`src/rtl/rth_pkg.sv`:
```
package rth_pkg;

  // Coordinate format: signed, COORD_BITS wide (Q4.12 by default).
  localparam int COORD_BITS = 16;
  localparam int DIF_W      = COORD_BITS + 1;   // vector difference
  localparam int PRD_W      = 2 * DIF_W;        // difference times difference
  localparam int CRS_W      = PRD_W + 1;        // cross product component
  localparam int DPR_W      = DIF_W + CRS_W;    // difference times cross component
  localparam int SUM_W      = DPR_W + 2;        // three-term dot product
  localparam int VTX_W      = 3 * COORD_BITS;   // packed vertex register
  localparam int THR_W      = 40;               // determinant threshold
  localparam int APB_DW     = 64;
  localparam int NUM_REGS   = 5;
  localparam int APB_AW     = $clog2(NUM_REGS * 8);

  // Register pipeline stages between the input and the decision logic.
  localparam int PIPE_DEPTH = 5;

  // 0.00001 at Q.36
  localparam logic [THR_W-1:0] DET_THR_RST = THR_W'(687195);

  localparam logic [APB_AW-4:0] REG_VERTEX_A = 'd0;
  localparam logic [APB_AW-4:0] REG_VERTEX_B = 'd1;
  localparam logic [APB_AW-4:0] REG_VERTEX_C = 'd2;
  localparam logic [APB_AW-4:0] REG_DET_THR  = 'd3;
  localparam logic [APB_AW-4:0] REG_CLIP     = 'd4;

  typedef logic signed [COORD_BITS-1:0] crd_t;
  typedef logic signed [DIF_W-1:0]      dif_t;
  typedef logic signed [PRD_W-1:0]      prd_t;
  typedef logic signed [CRS_W-1:0]      crs_t;
  typedef logic signed [DPR_W-1:0]      dpr_t;
  typedef logic signed [SUM_W-1:0]      sum_t;
  typedef logic signed [SUM_W:0]        uv_t;

  typedef struct packed {
    crd_t x;
    crd_t y;
    crd_t z;
  } cvec_t;

  typedef struct packed {
    dif_t x;
    dif_t y;
    dif_t z;
  } dvec_t;

  typedef struct packed {
    crs_t x;
    crs_t y;
    crs_t z;
  } xvec_t;

  typedef struct packed {
    cvec_t start_pt;
    cvec_t end_pt;
  } ray_t;

  // Triangle setup as seen by the datapath.
  typedef struct packed {
    cvec_t            va;
    dvec_t            e1;   // a to c
    dvec_t            e2;   // a to b
    logic [THR_W-1:0] thr;
    logic             clip;
  } tri_t;

  // Cross stage output: ray terms plus P = D x e2 and Q = T x e1.
  typedef struct packed {
    logic  valid;
    dvec_t dir;
    dvec_t tv;
    xvec_t p;
    xvec_t q;
  } crs_stage_t;

  typedef struct packed {
    logic valid;
    sum_t det;
    sum_t u;
    sum_t v;
    sum_t n;
  } dot_stage_t;

  function automatic cvec_t unpack_vtx(input logic [VTX_W-1:0] w);
    cvec_t r;
    r.x = crd_t'(w[3*COORD_BITS-1:2*COORD_BITS]);
    r.y = crd_t'(w[2*COORD_BITS-1:COORD_BITS]);
    r.z = crd_t'(w[COORD_BITS-1:0]);
    return r;
  endfunction

  function automatic dvec_t vsub(input cvec_t a, input cvec_t b);
    dvec_t r;
    r.x = dif_t'(a.x) - dif_t'(b.x);
    r.y = dif_t'(a.y) - dif_t'(b.y);
    r.z = dif_t'(a.z) - dif_t'(b.z);
    return r;
  endfunction

  function automatic prd_t mul_dd(input dif_t a, input dif_t b);
    return prd_t'(a) * prd_t'(b);
  endfunction

  function automatic dpr_t mul_dx(input dif_t a, input crs_t b);
    return dpr_t'(a) * dpr_t'(b);
  endfunction

endpackage

```
`src/rtl/rth_if.sv`:
```


interface rth_hit_if;
  logic valid;
  logic ready;
  logic hit;

  modport source (output valid, output hit, input ready);
  modport sink   (input valid, input hit, output ready);
endinterface

```
`src/rtl/rth_decide.sv`:
```
module rth_decide (
  input  logic                 clk_i,
  input  logic                 rst_ni,
  input  rth_pkg::dot_stage_t  dot_i,
  input  rth_pkg::tri_t        tri_i,
  output logic                 adv_o,
  rth_hit_if.source            hit_o
);
  import rth_pkg::*;

  logic out_valid_q, out_valid_d, out_hit_q, out_hit_d;
  logic skid_valid_q, skid_valid_d, skid_hit_q, skid_hit_d;
  logic push, pop, hit_now;
  sum_t thr_ext;
  uv_t  uv_sum, det_ext;

  assign thr_ext = sum_t'($signed({1'b0, tri_i.thr}));
  assign uv_sum  = uv_t'(dot_i.u) + uv_t'(dot_i.v);
  assign det_ext = uv_t'(dot_i.det);

  always_comb begin
    hit_now = 1'b1;
    if (dot_i.det < thr_ext)                  hit_now = 1'b0;
    if (dot_i.u[SUM_W-1])                     hit_now = 1'b0;
    if (dot_i.det < dot_i.u)                  hit_now = 1'b0;
    if (dot_i.v[SUM_W-1])                     hit_now = 1'b0;
    if (det_ext < uv_sum)                     hit_now = 1'b0;
    if (dot_i.n[SUM_W-1])                     hit_now = 1'b0;
    if (tri_i.clip && (dot_i.det < dot_i.n))  hit_now = 1'b0;
  end

  // Pipe moves whenever the skid slot is free; the output word or the skid
  // slot can then always absorb what leaves the last stage.
  assign adv_o = ~skid_valid_q;
  assign push  = dot_i.valid & adv_o;
  assign pop   = out_valid_q & hit_o.ready;

  always_comb begin
    out_valid_d  = out_valid_q;
    out_hit_d    = out_hit_q;
    skid_valid_d = skid_valid_q;
    skid_hit_d   = skid_hit_q;
    if (pop || !out_valid_q) begin
      if (skid_valid_q) begin
        out_valid_d  = 1'b1;
        out_hit_d    = skid_hit_q;
        skid_valid_d = 1'b0;
      end else begin
        out_valid_d = push;
        out_hit_d   = hit_now;
      end
    end else if (push) begin
      skid_valid_d = 1'b1;
      skid_hit_d   = hit_now;
    end
  end

  always_ff @(posedge clk_i or negedge rst_ni) begin
    if (!rst_ni) begin
      out_valid_q  <= 1'b0;
      skid_valid_q <= 1'b0;
    end else begin
      out_valid_q  <= out_valid_d;
      skid_valid_q <= skid_valid_d;
    end
  end

  always_ff @(posedge clk_i) begin
    out_hit_q  <= out_hit_d;
    skid_hit_q <= skid_hit_d;
  end

  assign hit_o.valid = out_valid_q;
  assign hit_o.hit   = out_hit_q;

endmodule

```
`src/flat_wrapper.sv`:
```
// flat-port wrapper written by rule: the top's interface ports become plain ports
module rth_decide_flat import rth_pkg::*;
  (clk_i, rst_ni, dot_i, tri_i, adv_o, hit_o_valid, hit_o_hit, hit_o_ready);
  rth_hit_if hit_o_i ();
  input  logic clk_i;
  input  logic rst_ni;
  input  rth_pkg::dot_stage_t dot_i;
  input  rth_pkg::tri_t tri_i;
  output logic adv_o;
  output wire logic [$bits(hit_o_i.valid)-1:0] hit_o_valid;
  output wire logic [$bits(hit_o_i.hit)-1:0] hit_o_hit;
  input wire logic [$bits(hit_o_i.ready)-1:0] hit_o_ready;
  assign hit_o_valid = hit_o_i.valid;
  assign hit_o_hit = hit_o_i.hit;
  assign hit_o_i.ready = hit_o_ready;
  rth_decide u_core (.clk_i(clk_i), .rst_ni(rst_ni), .dot_i(dot_i), .tri_i(tri_i), .adv_o(adv_o), .hit_o(hit_o_i));
endmodule
```
`config.mk`:
```
export PLATFORM = sky130hd
export DESIGN_NAME = rth_decide_flat
export DESIGN_NICKNAME = d
export VERILOG_FILES = /design/src/rtl/rth_pkg.sv /design/src/rtl/rth_if.sv /design/src/rtl/rth_decide.sv /design/src/flat_wrapper.sv
export SDC_FILE = /design/constraint.sdc
export NUM_CORES = 1
export LEC_CHECK = 0
export ABC_AREA = 1
export BUFFER_PORTS_ARGS = -buffer_cell sky130_fd_sc_hd__buf_2
export CORE_AREA = 2 2 159 161
export DETAILED_ROUTE_END_ITERATION = 6
export DIE_AREA = 0 0 161 163
export PLACE_DENSITY = 0.66
export SYNTH_ARGS = -nofsm -noshare
export SYNTH_HDL_FRONTEND = slang
export SYNTH_SLANG_ARGS = --single-unit
```
`constraint.sdc`:
```
create_clock -name clk_i -period 1 [get_ports clk_i]
set_input_delay 0.05 -clock clk_i [delete_from_list [all_inputs] [get_ports clk_i]]
set_output_delay 0.05 -clock clk_i [all_outputs]
set_load 0.01 [all_outputs]
```
==> impl_results.md, run 1 <==
* Root buf cell: clkbuf_16
* Worst Setup SP: dot_i[73]
* Skew final at 2.46 ps
* Fin. Hold Viols at 0
* Post-synthesis simple-gate area fraction at 28.7%
* Synthesized net count at 2,205
* Antenna Nets Post-Route at 0
* Synth Area per Inst at 5.95 µm²
* Power, Total at 9.37 mW
* Yosys cell types at 43
* Crit path arrival time at 3060 ps
* Post-synthesis mux area share at 0%
* Compound-Gate Fraction of Synth Area at 18.4%
* Power density over cell area at 651 nW/µm²
* Initial antenna violation count at 0
* Final worst slack at -2090 ps
* Leading post-synthesis cells by cell area: ha_1, nand2_1, inv_1, a21oi_1, nor2_1
* PortBufs at 263
* Inst Count DP at 2,408
* Final Util at 58.3%
* Hold crit path type: primary input to register
* Max-Cap Viols at 0
* FFs w/ async S/R, synth at 50.0%
* CTS buffer count at 3
* GRT Residual Overflow at 0
* Initial Util at 37.2%
* Violated checks: negative setup slack
* Die Ht at 163 µm
* Vias at 11,964
* Fraction of layout cells with a size suffix above 1 at 36.4%
* Number of remaining DRC errors at 0
* Total Die Area at 26,200 µm²
* Fin Setup TNS at -4130 ps
* Synth Cell Area at 9170 µm²
* Worst endpoint required time at 970 ps
* Total global-route track usage at 26.8%
* Dpl cell area at 13,000 µm²
* Max rail drop VDD at 1.24 mV
* Launch point of the worst reg-to-reg path: u_core.skid_valid_q
* Clock-pin slew on the worst setup and hold paths at 30 ps
* Site Rows at 58
* Area grow syn2layout at 56.9%
* EDFF count, synth at 2
* First-pass GRT wire length at 56,700 µm
* Critical path launch point type: primary input
* Pre-CTS WS at -2570 ps
* Seq/Total Area, Yosys at 1.20%
* Vias in the first global route at 11,571
* Worst Setup End Kind: register
* Commonest non-fill, non-tap cells in the layout: nand2_1, buf_4, inv_1
* Final period util at 309%
* Ports at 414
* Post-DR wirelength/cell at 14.9 µm
* Post-Synth Adder-Cell Area at 34.7%
* Post-synth top area share at 34.5%
* CTS tree: yes
* Final Non-Filler Cells at 2,441
* Crit Path Category: primary input to register
* H-tree depth at 1
* Setup violations, final at 2
* Largest net degree at the start of global routing at 7
* Core area at 24,700 µm²
* Die X at 161 µm
* Number of synthesized register bits at 4
* XOR/XNOR Fraction of Synth Area at 4.30%
* Hold Startpoint: dot_i[216]
* Placer Congestion at 0.962
* DRT iter0 DRCs at 673
* Drt first pass iters at 7
* Post-DP HPWL at 31,900 µm
* Leakage dissipation at 8.11 nW
* Cells after synthesis at 1,540
* WL final at 36,300 µm
* Nets@finish at 2,777
* Syn. warnings at 0
* CTS max path bufs at 2
* Yosys top cell by area: ha_1
* Top_reg_cell synth: edfxtp_1
* Status: finished with violations
* Worst-margin pin slew at 376 ps
* RSZ-0062 raised after global routing: true
* Max_slew headroom at 74.6%
* Final Critical Period at 3090 ps
* Post-route cell area at 14,400 µm²
* Crit-path max FO at 4
* Slew Viols, Final at 0
* Commonest non-fill, non-tap cell in the layout: nand2_1
* Clock Latency Late Sink at 220 ps
* Highest clock rate at 324 MHz
* Min Hold Slack at 62.2 ps
* Largest family of logic cells by synthesized area: adder cells
* Inserted Diodes at 0
* CTS Sinks at 4
* Vias per Instance at 4.90
-- final timing paths --
check                                       to  slack (ps)  cells past startpoint
max                          u_core.skid_hit_q       -2090                     23
min                         u_core.hit_o.valid          60                      3
max reg2reg                  u_core.skid_hit_q          60                      3
min reg2reg                 u_core.hit_o.valid         510                      2
max in group asynchronous   u_core.hit_o.valid         750                      2
min in group asynchronous  u_core.skid_valid_q         150                      2
-- cells in the mapped netlist, types with 2 or more instances --
cell type    n
a21boi_1     2
inv_1      304
o21a_1      14
nand2_2      6
o21ai_2      2
edfxtp_1     2
a21oi_1    147
o21bai_1     8
o211ai_1     4
nand3_1     43
xnor2_1     21
inv_2        4
and2_1       3
nand2_1    380
o21ai_1      6
xor2_1      24
a31oi_1     28
nand4_1     18
o21ai_0     56
nor4_1       5
nor2_1     148
nand3_2      2
nor3_1      11
nor2_2       5
dfrtp_1      2
ha_1       253
nor4_4       2
a21o_1      18
o2111ai_1    3
nand3b_1     6
-- metal layers --
metal | up-vias | routed length (µm) | track usage, %
li1 | 6205 | - | -
met5 | - | 0 | 0
met2 | 359 | 16200 | 44.7
met1 | 5369 | 17300 | 38.4
met4 | 0 | 455 | 4.14
met3 | 31 | 2240 | 2.29
-- power by group --
part | internal [mW] | switching [mW] | leakage, nW
logic | 4.03 | 4.51 | 8.03
clock network | 0.527 | 0.112 | 0.0382
registers | 0.188 | 0.00512 | 0.0423
-- worst max-delay path: stages --
cell	delay, ps
buf_2	130
ha_4	250
a21o_1	210
o21bai_1	190
a21oi_2	160
nand3_2	150
buf_4	160
nand3_1	60
nand3_1	160
xor2_1	190
ha_1	300
nand2_1	60
inv_1	70
nand2_2	70
nor3_4	190
nand2_2	70
nor2_1	90
nand2_1	50
nand2_1	70
nor2_2	50
nand3b_1	70
nand2_1	80
and3_1	180
-- timing repair --
action                                 in CTS  in global routing
hold buffers                                1                  0
resized for setup                         176                 32
buffers inserted                           21                  7
endpoints found under the hold margin       2                  0
pin swaps                                  72                 25
setup endpoints to repair                   2                  2
-- cell families (layout without fill, tap and decap cells) --
| kind of cell | after synthesis | in the layout |
|---|---|---|
| XOR/XNOR | 45 | 45 |
| buffers and inverters | 308 | 879 |
| adder cells (fa/ha/maj) | 254 | 254 |
| flip-flops | 4 | 4 |
| AND/OR/NAND/NOR | 634 | 634 |
| AO/OA/AOI/OAI | 295 | 295 |
-- layout make-up --
type                       instances  area (µm²)
clock buffer                       4        78.8
tap                              330         413
sequential                         4         110
fill                            2372       10300
multi-input combinational       1228        8990
inverter                         308        1160
timing repair buffer             567        3640
-- flip-flops by register name, indices dropped and copies added, names as in the netlist --
signal and cells:
u_core.hit_o.hit 1, u_core.hit_o.valid 1, u_core.skid_hit_q 1, u_core.skid_valid_q 1
Note: power is estimated with default switching activity, not from simulation.
==> run 2: changes to the inputs <==
--- a/config.mk
+++ b/config.mk
@@ -11,6 +11,7 @@
 export DETAILED_ROUTE_END_ITERATION = 6
 export DIE_AREA = 0 0 161 163
 export PLACE_DENSITY = 0.66
+export SETUP_SLACK_MARGIN = 0.5
 export SYNTH_ARGS = -nofsm -noshare
 export SYNTH_HDL_FRONTEND = slang
 export SYNTH_SLANG_ARGS = --single-unit
==> run 2 against run 1 <==
- the flow still finishes with violations (negative setup slack)
- clock power barely moved
- maximum frequency fell by 2.4%
- cell count fell by 0.66%
- clock-buffer cell count did not move
- design area fell by 1.1%
- register-to-register slack barely moved
- first-iteration DRC count rose by 1.3%
- total power fell by 1.2%
- clock skew rose by 0.91 ps
- global-route usage fell by 0.51 points
- largest cell class unchanged
- largest power group unchanged
==> impl_results.md, run 2 (synthesis gave the netlist of run 1 again) <==
* CTS tree: yes (unchanged)
* Power density over cell area at 651 nW/µm² (about the same)
* Commonest non-fill, non-tap cell in the layout: nand2_1 (unchanged)
* DRT iter0 DRCs at 682 (was 673)
* WL final at 36,200 µm (was 36,300 µm)
* Dpl cell area at 13,000 µm² (about the same)
* Final period util at 317% (was 309%)
* Slowest cell on the critical path: ha_1 (unchanged)
* Fin. Hold Viols at 0 (unchanged)
* Worst Setup End Kind: register (unchanged)
* Initial antenna violation count at 0 (unchanged)
* Core area at 24,700 µm² (unchanged)
* Final worst slack at -2170 ps (was -2090 ps)
* Hold crit path type: primary input to register (unchanged)
* Post-DR wirelength/cell at 14.9 µm (about the same)
* Hold Startpoint: dot_i[216] (unchanged)
* Clock Latency Late Sink at 220 ps (about the same)
* CTS max path bufs at 2 (unchanged)
* Commonest non-fill, non-tap cells in the layout: nand2_1, inv_1, buf_4 (was nand2_1, buf_4, inv_1)
* Antenna Nets Post-Route at 0 (unchanged)
* Crit-path max FO at 3 (was 4)
* FF-to-FF setup slack at 70 ps (was 60 ps)
* Vias at 11,982 (was 11,964)
* Crit-path cells: buf_2, ha_1, inv_1, o21ai_1, a21boi_2, buf_4, o21a_1, o21ai_0, nand2_1, nand3_2, xnor2_1, ha_1, nand2_2, nor2_2, and2_4, nand2_2, nor2_1, nand2_1, nand2_1, nor2_2, nand3b_1, nand2_2, and3_4 (was buf_2, ha_4, a21o_1, o21bai_1, a21oi_2, nand3_2, buf_4, nand3_1, nand3_1, xor2_1, ha_1, nand2_1, inv_1, nand2_2, nor3_4, nand2_2, nor2_1, nand2_1, nand2_1, nor2_2, nand3b_1, nand2_1, and3_1)
* CTS buffer count at 3 (unchanged)
* Total global-route track usage at 26.3% (was 26.8%)
* Skew final at 3.37 ps (was 2.46 ps)
* Status: finished with violations (unchanged)
* Hold EP: u_core.hit_o.valid (unchanged)
* Reg2reg end: u_core.skid_hit_q (unchanged)
* PortBufs at 263 (unchanged)
* Largest net degree at the start of global routing at 7 (unchanged)
* Launch point of the worst reg-to-reg path: u_core.skid_valid_q (unchanged)
* Max Used Layer: met4 (unchanged)
* Fraction of layout cells with a size suffix above 1 at 36.5% (was 36.4%)
* Total Die Area at 26,200 µm² (unchanged)
* GRT Residual Overflow at 0 (unchanged)
* Crit Path Category: primary input to register (unchanged)
* Ports at 414 (unchanged)
* Largest stage delay, worst path at 340 ps (was 300 ps)
* Highest clock rate at 316 MHz (was 324 MHz)
* Worst endpoint required time at 980 ps (was 970 ps)
* Site Rows at 58 (unchanged)
* Number of remaining DRC errors at 0 (unchanged)
* Drt first pass iters at 5 (was 7)
* Pre-CTS WS at -2750 ps (was -2570 ps)
* First-pass GRT wire length at 55,700 µm (was 56,700 µm)
* H-tree depth at 1 (unchanged)
* RSZ-0062 raised after global routing: true (unchanged)
* Die X at 161 µm (unchanged)
* Post-DP HPWL at 31,700 µm (was 31,900 µm)
* Inst Count DP at 2,399 (was 2,408)
* Vias per Instance at 4.94 (was 4.90)
* CTS Sinks at 4 (unchanged)
* Leakage dissipation at 8.02 nW (was 8.11 nW)
* Clock-pin slew on the worst setup and hold paths at 30 ps (about the same)
* Worst-margin pin slew at 419 ps (was 376 ps)
* Max rail drop VDD at 1.06 mV (was 1.24 mV)
* Area grow syn2layout at 55.2% (was 56.9%)
* Placer Congestion at 0.994 (was 0.962)
* Critical path launch point type: primary input (unchanged)
* Die Ht at 163 µm (unchanged)
* Vias in the first global route at 11,599 (was 11,571)
* Final Non-Filler Cells at 2,425 (was 2,441)
* Power, Total at 9.26 mW (was 9.37 mW)
* Setup violations, final at 2 (unchanged)
* Final Critical Period at 3170 ps (was 3090 ps)
* Hold path depth at 3 (unchanged)
* Slew Viols, Final at 0 (unchanged)
* Filler cells at 2,446 (was 2,372)
* Max-Cap Viols at 0 (unchanged)
* Nets@finish at 2,761 (was 2,777)
* Inserted Diodes at 0 (unchanged)
* Met3 WL at 2260 µm (was 2240 µm)
* Initial Util at 37.2% (unchanged)
* Routed length on met2 at 16,200 µm (about the same)
* Reg2Reg Depth at 3 (unchanged)
* Crit path arrival time at 3140 ps (was 3060 ps)
* Violated checks: negative setup slack (unchanged)
* Root buf cell: clkbuf_16 (unchanged)
* DRT met1 WL at 16,900 µm (was 17,300 µm)
* Post-route cell area at 14,200 µm² (was 14,400 µm²)
* Fin Setup TNS at -4290 ps (was -4130 ps)
* Max_slew headroom at 71.7% (was 74.6%)
==> run 2: cell count changes in the layout (fill, tap and decap cells not counted), moves of 4 or more <==
cell / delta
buf_4: -18
nand2_1: -4
ha_4: -7
ha_2: +4
nand2_2: +5
nor2_1: -5
a31oi_2: +4
nor2_2: +6
==> run 2: timing repair <==
item / CTS / global route
buffers inserted: 13 / 8
endpoints found under the hold margin: 2 / 0
pin swaps: 65 / 40
setup endpoints to repair: 9 / 9
hold buffers: 1 / 0
resized for setup: 153 / 68
cloned: 0 / 0
==> run 2: final cells by class <==
type	instances	area [µm²]	share of cell area (%)
Tap cell	330	413	2.90
Sequential cell	4	110	0.774
Clock buffer	4	78.8	0.554
Multi-Input combinational cell	1228	8940	62.8
Inverter	308	1160	8.13
Timing Repair Buffer	551	3530	24.8
==> run 2: where the power goes <==
| part | internal, mW | leakage (nW) | switching, mW |
|---|---|---|---|
| Combinational | 3.94 | 7.94 | 4.49 |
| Clock | 0.526 | 0.0382 | 0.111 |
| Sequential | 0.188 | 0.0423 | 0.00655 |
| Total | 4.65 | 8.02 | 4.61 |
==> run 2: worst max-delay path by stage <==
| stage | start | end | cells past startpoint |
|---|---|---|---|
| 2_1_floorplan | dot_i[54] | u_core.skid_hit_q | 22 |
| 3_3_place_gp | dot_i[87] | u_core.skid_hit_q | 23 |
| 3_5_place_dp | dot_i[83] | u_core.skid_hit_q | 24 |
| 4_1_cts | dot_i[108] | u_core.skid_hit_q | 26 |
| 5_1_grt | dot_i[64] | u_core.skid_hit_q | 25 |
| 6_report | dot_i[118] | u_core.skid_hit_q | 23 |
==> run 2: per-layer routing <==
metal,track usage [%],vias to the layer above
met5,0,-
met4,6.09,0
met3,2.88,54
met2,44.6,349
met1,35.9,5409
li1,-,6170
==> run 2: stage by stage <==
step / hold slack [ps] / util [%]
finish: 71.8 / 57.7
global route: 74.7 / 57.7
CTS: 68.7 / 56.4
detailed placement: -161 / 52.5
global placement: -164 / 52.5
floorplan: -246 / -
==> run 2: critical path, delay by kind of cell <==
kind | cells | cell delay [ps]
adders and majority gates | 2 | 620
and+or+nand+nor | 13 | 1260
AOI/OAI and AO/OA | 4 | 750
buffers and inverters | 3 | 360
xor gates and xnor gates | 1 | 80
==> run 3: changes to the inputs <==
--- a/config.mk
+++ b/config.mk
@@ -6,11 +6,11 @@
 export NUM_CORES = 1
 export LEC_CHECK = 0
 export ABC_AREA = 1
-export BUFFER_PORTS_ARGS = -buffer_cell sky130_fd_sc_hd__buf_2
 export CORE_AREA = 2 2 159 161
 export DETAILED_ROUTE_END_ITERATION = 6
 export DIE_AREA = 0 0 161 163
-export PLACE_DENSITY = 0.66
+export DONT_BUFFER_PORTS = 1
+export PLACE_DENSITY = 0.63
 export SETUP_SLACK_MARGIN = 0.5
 export SYNTH_ARGS = -nofsm -noshare
 export SYNTH_HDL_FRONTEND = slang
==> run 3 against run 2 <==
- the run ends with negative hold slack, negative setup slack left
- routed wire length shrank 3.5%
- cell count down 11%
- largest power group unchanged
- clock skew is 0.98 ps lower
- critical path type unchanged
- first-iteration DRC count shrank 22%
- global-route usage down 0.45 points
- worst setup slack improved by 180 ps
- register-to-register slack about the same
- combinational power shrank 8.9%
- via count down 9.2%
- non-clock buffer count is 273 lower
==> impl_results.md, run 3 (synthesis gave the netlist of run 1 again) <==
* RSZ-0062 raised after global routing: true (unchanged)
* Reg2reg end: u_core.skid_hit_q (unchanged)
* Placer Congestion at 0.953 (was 0.994)
* Worst-margin pin slew at 376 ps (was 419 ps)
* Highest clock rate at 335 MHz (was 316 MHz)
* Max_slew headroom at 74.7% (was 71.7%)
* Crit-path cells: ha_1, a21oi_1, o21a_1, o21ai_1, a21oi_2, o21ai_4, buf_6, a21oi_2, buf_4, xor2_1, ha_1, nand2_2, nor2_4, nand2_1, nand2_2, nand2_1, nand2_1, nor2_2, nand2_1, nand2_1, nand2_1, and3_1 (was buf_2, ha_1, inv_1, o21ai_1, a21boi_2, buf_4, o21a_1, o21ai_0, nand2_1, nand3_2, xnor2_1, ha_1, nand2_2, nor2_2, and2_4, nand2_2, nor2_1, nand2_1, nand2_1, nor2_2, nand3b_1, nand2_2, and3_4)
* Hold EP: u_core.hit_o.valid (unchanged)
* Final Non-Filler Cells at 2,152 (was 2,425)
* Commonest non-fill, non-tap cells in the layout: nand2_1, inv_1, buf_4 (unchanged)
* Fraction of layout cells with a size suffix above 1 at 27.2% (was 36.5%)
* Launch point of the worst reg-to-reg path: u_core.skid_valid_q (unchanged)
* Hold crit path type: primary input to register (unchanged)
* Vias in the first global route at 10,791 (was 11,599)
* Largest stage delay, worst path at 330 ps (was 340 ps)
* Clock Latency Late Sink at 220 ps (about the same)
* DRT iter0 DRCs at 533 (was 682)
* Final period util at 298% (was 317%)
* Max rail drop VDD at 0.679 mV (was 1.06 mV)
* Max-Cap Viols at 0 (unchanged)
* Reg2Reg Depth at 3 (unchanged)
* Drt first pass iters at 5 (unchanged)
* Final Critical Period at 2980 ps (was 3170 ps)
* Min Hold Slack at -76.2 ps (was 71.8 ps)
* Antenna Nets Post-Route at 0 (unchanged)
* Root buf cell: clkbuf_16 (unchanged)
* PortBufs at 0 (was 263)
* Crit-path max FO at 4 (was 3)
* FF-to-FF setup slack at 70 ps (about the same)
* GRT Residual Overflow at 0 (unchanged)
* Die X at 161 µm (unchanged)
* H-tree depth at 1 (unchanged)
* Die Ht at 163 µm (unchanged)
* Final Util at 52.1% (was 57.7%)
* Crit Path Category: primary input to register (unchanged)
* CTS buffer count at 3 (unchanged)
* Setup violations, final at 2 (unchanged)
* Largest net degree at the start of global routing at 7 (unchanged)
* WL final at 34,900 µm (was 36,200 µm)
* Inserted Diodes at 0 (unchanged)
* Initial Util at 37.2% (unchanged)
* Worst endpoint required time at 980 ps (about the same)
* Critical path launch point type: primary input (unchanged)
* Status: finished with violations (unchanged)
* # hold bufs at CTS at 1 (unchanged)
* Core area at 24,700 µm² (unchanged)
* Post-DR wirelength/cell at 16.2 µm (was 14.9 µm)
* Slowest cell on the critical path: ha_1 (unchanged)
* Dpl cell area at 11,600 µm² (was 13,000 µm²)
* Slew Viols, Final at 0 (unchanged)
* Total global-route track usage at 25.9% (was 26.3%)
* Vias per Instance at 5.06 (was 4.94)
* Fin. Hold Viols at 2 (was 0)
* Ports at 414 (unchanged)
* Number of remaining DRC errors at 0 (unchanged)
* CTS tree: yes (unchanged)
* Nets@finish at 2,488 (was 2,761)
* First-pass GRT wire length at 54,500 µm (was 55,700 µm)
* Final worst slack at -1980 ps (was -2170 ps)
* Pre-CTS WS at -2460 ps (was -2750 ps)
* Area grow syn2layout at 40.3% (was 55.2%)
* Site Rows at 58 (unchanged)
* Vias at 10,881 (was 11,982)
* Hold Startpoint: dot_i[216] (unchanged)
* Crit path arrival time at 2960 ps (was 3140 ps)
* Power density over cell area at 662 nW/µm² (was 651 nW/µm²)
* Total Die Area at 26,200 µm² (unchanged)
* Initial antenna violation count at 0 (unchanged)
* CTS max path bufs at 2 (unchanged)
* Post-route cell area at 12,900 µm² (was 14,200 µm²)
* Worst Setup End Kind: register (unchanged)
* Inst Count DP at 2,127 (was 2,399)
* Skew final at 2.39 ps (was 3.37 ps)
* CTS Sinks at 4 (unchanged)
* Crit path top cell by count: nand2_1
* Commonest non-fill, non-tap cell in the layout: nand2_1 (unchanged)
* Violated checks: negative hold slack, negative setup slack (was negative setup slack)
* Clock-pin slew on the worst setup and hold paths at 30 ps (about the same)
* Hold path depth at 2 (was 3)
* Post-DP HPWL at 30,800 µm (was 31,700 µm)
* Leakage dissipation at 6.95 nW (was 8.02 nW)
[run 3: cell types whose count changed in the layout (fill, tap and decap cells not counted), moves of 4 or more]
cell     before  now
buf_6         5   10
buf_2       260    0
buf_4       283  266
nor2_4        5   10
a31oi_1      15   20
nand2_2      34   38
a31oi_2      12    7
[run 3: cell type report]
| type | count | area, µm² |
|---|---|---|
| Timing Repair Buffer | 278 | 2140 |
| Clock buffer | 4 | 78.8 |
| Tap cell | 330 | 413 |
| Multi-Input combinational cell | 1228 | 8960 |
| Inverter | 308 | 1160 |
| Fill cell | 2519 | 11800 |
| Sequential cell | 4 | 110 |
[run 3: how the worst max path moves through the flow]
stage	from	depth (start not counted)	slack, ps	to
floorplan	dot_i[54]	22	-1850	u_core.skid_hit_q
global placement	dot_i[67]	23	-2480	u_core.skid_hit_q
detailed placement	dot_i[67]	23	-2460	u_core.skid_hit_q
CTS	dot_i[65]	25	-1860	u_core.skid_hit_q
global route	dot_i[81]	25	-2180	u_core.skid_hit_q
finish	dot_i[72]	22	-1980	u_core.skid_hit_q
[run 3: what timing repair did]
item | 4_1_cts | 5_1_grt
pin swaps | 83 | 28
gates resized for setup | 193 | 37
setup buffers | 18 | 2
endpoints found under the setup margin | 9 | 9
endpoints found under the hold margin | 4 | 2
[run 3: routing by layer]
metal	track usage [%]	vias up	routed length, µm
met2	43.5	294	15700
met1	36.1	4929	16700
met5	0	-	0
met3	2.50	43	1750
li1	-	5615	-
met4	4.87	0	765
[run 3: metrics by stage]
| step | setup TNS [ps] | total power [mW] | hold slack, ps |
|---|---|---|---|
| final | -3950 | 8.51 | -76.2 |
| after global routing | -4340 | 9.44 | -79.1 |
| after CTS | -3720 | 8.27 | -78.1 |
| after detailed placement | -4910 | 6.86 | -246 |
| after global placement | -4920 | 6.73 | -246 |
| after floorplan | -3660 | 4.21 | -246 |
[run 3: report_power, final]
| part | leakage (nW) | switching (mW) | internal, mW |
|---|---|---|---|
| clock | 0.0382 | 0.112 | 0.527 |
| combinational | 6.87 | 4.04 | 3.63 |
| sequential | 0.0423 | 0.00995 | 0.188 |
[run 3: worst max-delay path: cells and delay by family]
family          cells  cell delay [ps]
compound gates      6              960
buf+inv             2              290
fa+ha+maj           2              580
simple gates       11              900
xor+xnor            1              140
